### src/ssh_isqrt.sv
`timescale 1ns / 1ps
module ssh_isqrt #(
  parameter int LW = 33,
  parameter int SW = 8
) (
  input  logic            clk,
  input  logic            rst,
  input  logic            adv,
  input  logic            in_vld,
  input  logic [2*LW-1:0] n,
  input  logic [SW-1:0]   in_side,
  output logic            out_vld,
  output logic [LW-1:0]   root,
  output logic [SW-1:0]   out_side
);
  localparam int RMW = LW + 3;

  logic            vld_s  [LW+1];
  logic [RMW-1:0]  rem_s  [LW+1];
  logic [LW-1:0]   root_s [LW+1];
  logic [2*LW-1:0] n_s    [LW+1];
  logic [SW-1:0]   side_s [LW+1];

  assign vld_s[0]  = in_vld;
  assign rem_s[0]  = '0;
  assign root_s[0] = '0;
  assign n_s[0]    = n;
  assign side_s[0] = in_side;

  // One root bit per stage, two radicand bits brought down each time
  for (genvar k = 0; k < LW; k++) begin : g_step
    logic [RMW-1:0] acc;
    logic [RMW-1:0] trial;
    logic           take;

    always_comb begin
      acc   = {rem_s[k][RMW-3:0], n_s[k][2*LW-1-2*k -: 2]};
      trial = {1'b0, root_s[k], 2'b01};
      take  = (acc >= trial);
    end

    always_ff @(posedge clk) begin
      if (rst) begin
        vld_s[k+1] <= 1'b0;
      end else if (adv) begin
        vld_s[k+1] <= vld_s[k];
      end
    end

    always_ff @(posedge clk) begin
      if (adv) begin
        rem_s[k+1]  <= take ? (acc - trial) : acc;
        root_s[k+1] <= {root_s[k][LW-2:0], take};
        n_s[k+1]    <= n_s[k];
        side_s[k+1] <= side_s[k];
      end
    end
  end

  assign out_vld  = vld_s[LW];
  assign root     = root_s[LW];
  assign out_side = side_s[LW];

endmodule

### config.mk
export PLATFORM = sky130hd
export DESIGN_NAME = ssh_isqrt
export DESIGN_NICKNAME = d
export VERILOG_FILES = /design/src/ssh_isqrt.sv
export SDC_FILE = /design/constraint.sdc
export NUM_CORES = 2
export LEC_CHECK = 0
export BUFFER_PORTS_ARGS = -buffer_cell sky130_fd_sc_hd__buf_4
export CAP_MARGIN = 20
export CORE_UTILIZATION = 64
export CTS_CLUSTER_SIZE = 14
export DETAILED_ROUTE_END_ITERATION = 8
export MAX_ROUTING_LAYER = met4
export PLACE_DENSITY_LB_ADDON = 0.15
export SLEW_MARGIN = 20
export SYNTH_ARGS = -nofsm -noshare
export SYNTH_HDL_FRONTEND = slang
export SYNTH_SLANG_ARGS = --single-unit
### constraint.sdc
create_clock -name clk -period 4.5 [get_ports clk]
set_input_delay 0 -clock clk [delete_from_list [all_inputs] [get_ports clk]]
set_output_delay 0 -clock clk [all_outputs]
set_load 0.03 [all_outputs]
---- Yosys cells after proc, flatten, opt, wreduce, memory -nomap -nowiden ----
Cells that the tools add are included.
Widths: inputs -> output; s select.
word-level totals
  logic and storage cells ................. 261
  input bits .............................. 78
  register bits ........................... 2971
operators by class
  $add $sub $neg .......................... 32
  mux-type cells .......................... 32
  magnitude comparators ................... 33
operator list
  kind              count
  $mux 34           31
  $ge 36x10->1      1
  $ge 36x11->1      1
  $ge 36x12->1      1
  $ge 36x13->1      1
  $ge 36x14->1      1
  $ge 36x15->1      1
  $ge 36x16->1      1
  $ge 36x17->1      1
  $ge 36x18->1      1
  $ge 36x19->1      1
  $ge 36x20->1      1
  $ge 36x21->1      1
  $ge 36x22->1      1
  $ge 36x23->1      1
  $ge 36x24->1      1
  $ge 36x25->1      1
  $ge 36x26->1      1
  $ge 36x27->1      1
  $ge 36x28->1      1
  $ge 36x29->1      1
  $ge 36x3->1       1
  $ge 36x30->1      1
  $ge 36x31->1      1
  43 further kinds  43

---- Depth between registers and ports, before layout ----
  depth in word-level cells ............... 2
  gate-level depth with buffers ........... 14
  gate-level depth less buffers ........... 12

---- Worst setup path after synthesis ----
Ideal clock, no wire load.
  path type ............................... reg2reg
  start ................................... reg rem_s (netlist bit g_step[6].acc[12])
  end ..................................... reg rem_s (netlist bit g_step[7].acc[11]) (data pin)
  arrival time ............................ 3.486 ns
  setup time .............................. 0.266 ns
  period minus slack after synthesis ...... 3.752 ns
  cell stages (with the launch flop) ...... 12
  slack ................................... 0.748 ns
  path through ............................ edfxtp_1 or4_4 or3_4 or4_4 or4_1 buf_2 or4_4 or3_1 buf_6 nand2_1 nor3_1 xor2_1
between the ends
  cells in the longest elaborated chain, start to end .. 2
RTL lines
  element                           RTL line  text
  start: declaration                19        logic [RMW-1:0] rem_s [LW+1];
  start signal: indexed assignment  52        rem_s[k+1] <= take ? (acc - trial) : acc;
  $ge 36x8->1                       39        take = (acc >= trial);
  $mux 34                           52
No other way between the ends.
A chain may end at the register's enable or synchronous reset.

---- Worst setup path in the final report ----
  start ................................... reg root_s (netlist bit g_step[21].trial[5])
  end ..................................... reg rem_s (netlist bit g_step[22].acc[6]) (data pin)
between the ends
  cells in the longest elaborated chain, start to end .. 2
RTL lines
  element                           RTL line  text
  start: declaration                20        logic [LW-1:0] root_s [LW+1];
  start signal: indexed assignment  53        root_s[k+1] <= {root_s[k][LW-2:0], take};
  $ge 36x23->1                      39
  $mux 34                           52
No other way between the ends.

==> impl_metrics.json <==
{
  "numCtsBuffers": 313,
  "synthTopCellsByCount": "edfxtp_1 (2,918), inv_1 (750), nor2_1 (670), nand2_1 (649), a21oi_1 (635)",
  "yosys.cell_types.count": 89,
  "ant_nets": 0,
  "fin_setup_tns_ns": 0,
  "rrSetupSlack_ns": 0.42,
  "multi_input_area_sq_um": 41300,
  "yosys.area.top_type_share": 0.659,
  "drt-total-wl_mm": 283,
  "cp-start-kind": "flip-flop",
  "area.growth.synth_to_final_pct": 12.2,
  "worstPathRequired_ns": 5.01,
  "post_cts_buffers": 0,
  "wl_per_cell_microns": 21.1,
  "seq_area_frac_synth": 0.664,
  "fin_worst_skew_ns": 0.0754,
  "cts_tree": "built",
  "power.density_nw_per_um2": 520,
  "syn-cell-area_sq_um": 133000,
  "setup_viol": 0,
  "clock_path_buffers": 4,
  "worst-setup-path-type": "flip-flop to flip-flop",
  "antenna_found_initial": 10,
  "core_area_sq_um": 206000,
  "yosysMostFrequentCell": "edfxtp_1",
  "grt_overflow_total": 0,
  "clock-root-buffer": "clkbuf_16",
  "dieWidth_microns": 458,
  "ff2ff_path_depth": 10,
  "maxCapViolCount": 0,
  "drtIter0Drc": 7164,
  "synth_seq_cells": 2951,
  "relSlewSlack": 0.158,
  "status": "finished, final reports clean",
  "r2r_start": "g_step[21].trial[5]$_DFFE_PP_",
  "vdd_drop_max_v": 0.000472,
  "grt_setup_unrepaired": "no",
  "initial_core_util": 0.647,
  "grt_max_degree": 190,
  "grt_pass1_vias": 80037,
  "cp-endpoint": "g_step[22].acc[6]$_DFFE_PP_",
  "synth_warnings": 0,
  "grtUsageTotal": 0.278,
  "crit_arrival_ns": 4.59,
  "die-area_sq_um": 210000,
  "htreeDepth": 5,
  "cts_sinks": 2951,
  "dp_hpwl_mm": 190,
  "startpoint": "g_step[21].trial[5]$_DFFE_PP_",
  "die_h_microns": 458,
  "hp-class": "input port to flip-flop",
  "fmax_mhz": 245,
  "synth_area_leaders": "edfxtp_1 (66%), ha_1 (5.6%), xnor2_1 (2.8%), xor2_1 (2.8%), a21oi_1 (2.4%)",
  "fill_cells": 12995,
  "synth-async-reset-ratio": 0,
  "insertion_delay_ns": 0.96,
  "drtPass1Iterations": 6,
  "synth_ff_type": "edfxtp_1",
  "drive_gt1_frac": 0.0803,
  "synth_edf_count": 2918,
  "portBuffers": 119,
  "layout_min_cycle_time_ns": 4.08,
  "slew_violations": 0,
  "path_max_fanout": 42,
  "critPathCaptureType": "flip-flop",
  "clk_pin_slew_ns": 0.07,
  "final_core_util": 0.726,
  "power_mw": 77.7,
  "synth_nets": 10671,
  "row_count": 166,
  "drc": 0,
  "yosysTopAreaCell": "edfxtp_1",
  "route.vias.total": 80775,
  "p_leak_nw": 57.1,
  "hold_viol_final": 0,
  "regArea_sq_um": 88300,
  "grt_pass1_wl_mm": 443,
  "r2r_end": "g_step[22].acc[6]$_DFFE_PP_",
  "num-nets-final": 11185,
  "synthesis.instances": 9997,
  "place_congestion": 0.948,
  "fin_crit_sh": 0.906,
  "worst_pin_slew_ns": 1.25,
  "ios": 120,
  "vias_per_cell": 6.02,
  "syn_avg_cell_area_sq_um": 13.3
}
[worst min-delay path by stage]
stage / cells after the start / slack (ns) / to / startpoint
global placement: 1 / 0.18 / n_s[2151]$_DFFE_PP_ / n[39]
global route: 2 / 0.03 / n_s[2157]$_DFFE_PP_ / adv
detailed placement: 1 / 0.18 / n_s[2138]$_DFFE_PP_ / n[26]
CTS: 3 / 0.21 / n_s[2140]$_DFFE_PP_ / n[28]
floorplan: 0 / 0.1 / g_step[1].acc[0]$_DFFE_PP_ / n[62]
finish: 2 / 0.07 / n_s[2025]$_DFFE_PP_ / adv
[where the power goes]
| group | leakage, nW | internal [mW] | total (mW) | switching, mW |
|---|---|---|---|---|
| sequential | 28.4 | 34.6 | 36.8 | 2.25 |
| clock | 4.81 | 14.8 | 25.2 | 10.4 |
| combinational | 23.9 | 6.51 | 15.6 | 9.10 |
| total | 57.1 | 55.9 | 77.7 | 21.8 |
[cell type report]
| cell class | instances | share of cell area |
|---|---|---|
| diodes | 7 | 0.000117 |
| clock buffers | 359 | 0.0543 |
| clock inverters | 169 | 0.0117 |
| inverters | 750 | 0.0189 |
| multi-input cells | 6098 | 0.276 |
| flip-flops and latches | 2951 | 0.591 |
| well taps | 2688 | 0.0225 |
| repair buffers | 397 | 0.0248 |
[timing repair]
action / CTS / global route
hold endpoints to repair: 373 / 0
hold buffers: 157 / 0
resized for setup: 0 / 0
[state kept, by name, summed over array words and instances (netlist names)]
signal        count
vld_s            32
g_step.acc     1101
root             33
out_vld           1
g_step.trial    528
side_s          256
out_side          8
n_s             992
[logic make-up after synthesis]
logic type / after synthesis / share of synthesized area
xor gates and xnor gates: 863 / 0.0569
and+or+nand+nor: 2525 / 0.0927
DFF: 2951 / 0.664
adders and majority gates: 596 / 0.0561
muxes: 141 / 0.0115
buffers and inverters: 948 / 0.0271
AOI/OAI and AO/OA: 1972 / 0.0919
other: 1 / 0.0000282
[worst max-delay path, stage by stage, from the launching register on]
cell      delay (ns)
edfxtp_1        0.58
inv_1           0.10
ha_1            0.41
and4_1          0.28
o311ai_0        0.17
a21oi_1         0.24
nor2_1          0.09
a21oi_1         0.30
a21oi_2         0.15
buf_4           0.29
o21ai_0         1.01
[placed cells by master (no fill, tap or decap), drive strengths merged, types with 34 or more instances in the layout]
cell type	count
edfxtp	2918
inv	761
nor2	670
nand2	649
a21oi	635
ha	596
o21ai	487
xnor2	432
xor2	431
clkbuf	359
nor3	253
a21o	242
buf	241
dlygate4sd3	156
nand3	149
nand2b	121
nor4	121
clkinv	113
o21a	104
nand4	103
mux2	97
or3	85
nor2b	72
or4	68
a211oi	61
o31ai	57
a31oi	56
o21bai	48
and3	47
mux2i	44
o211ai	43
or2	43
bufinv	34
[stage by stage]
step / worst slack (ns) / area, sq um / hold slack (ns) / std cells
CTS: 0.481 / 149000 / 0.214 / 13411
floorplan: 0.748 / 133000 / 0.0989 / 9997
global placement: 0.567 / 138000 / 0.178 / 12726
detailed placement: 0.518 / 138000 / 0.179 / 12726
finish: 0.424 / 149000 / 0.0703 / 13419
global route: 0.218 / 149000 / 0.0328 / 13416
[layer usage]
metal  global-route usage  share of wire  vias up  routed length, microns
met5                    -              0        -                       0
met4               0.0955          0.035        0                    9840
met3               0.0328          0.050      657                   14300
met2                0.469           0.50     2532                  142000
met1                0.350           0.41    39426                  117000
li1                     -              -    38160                       -
(Power assumes the default switching activity.)
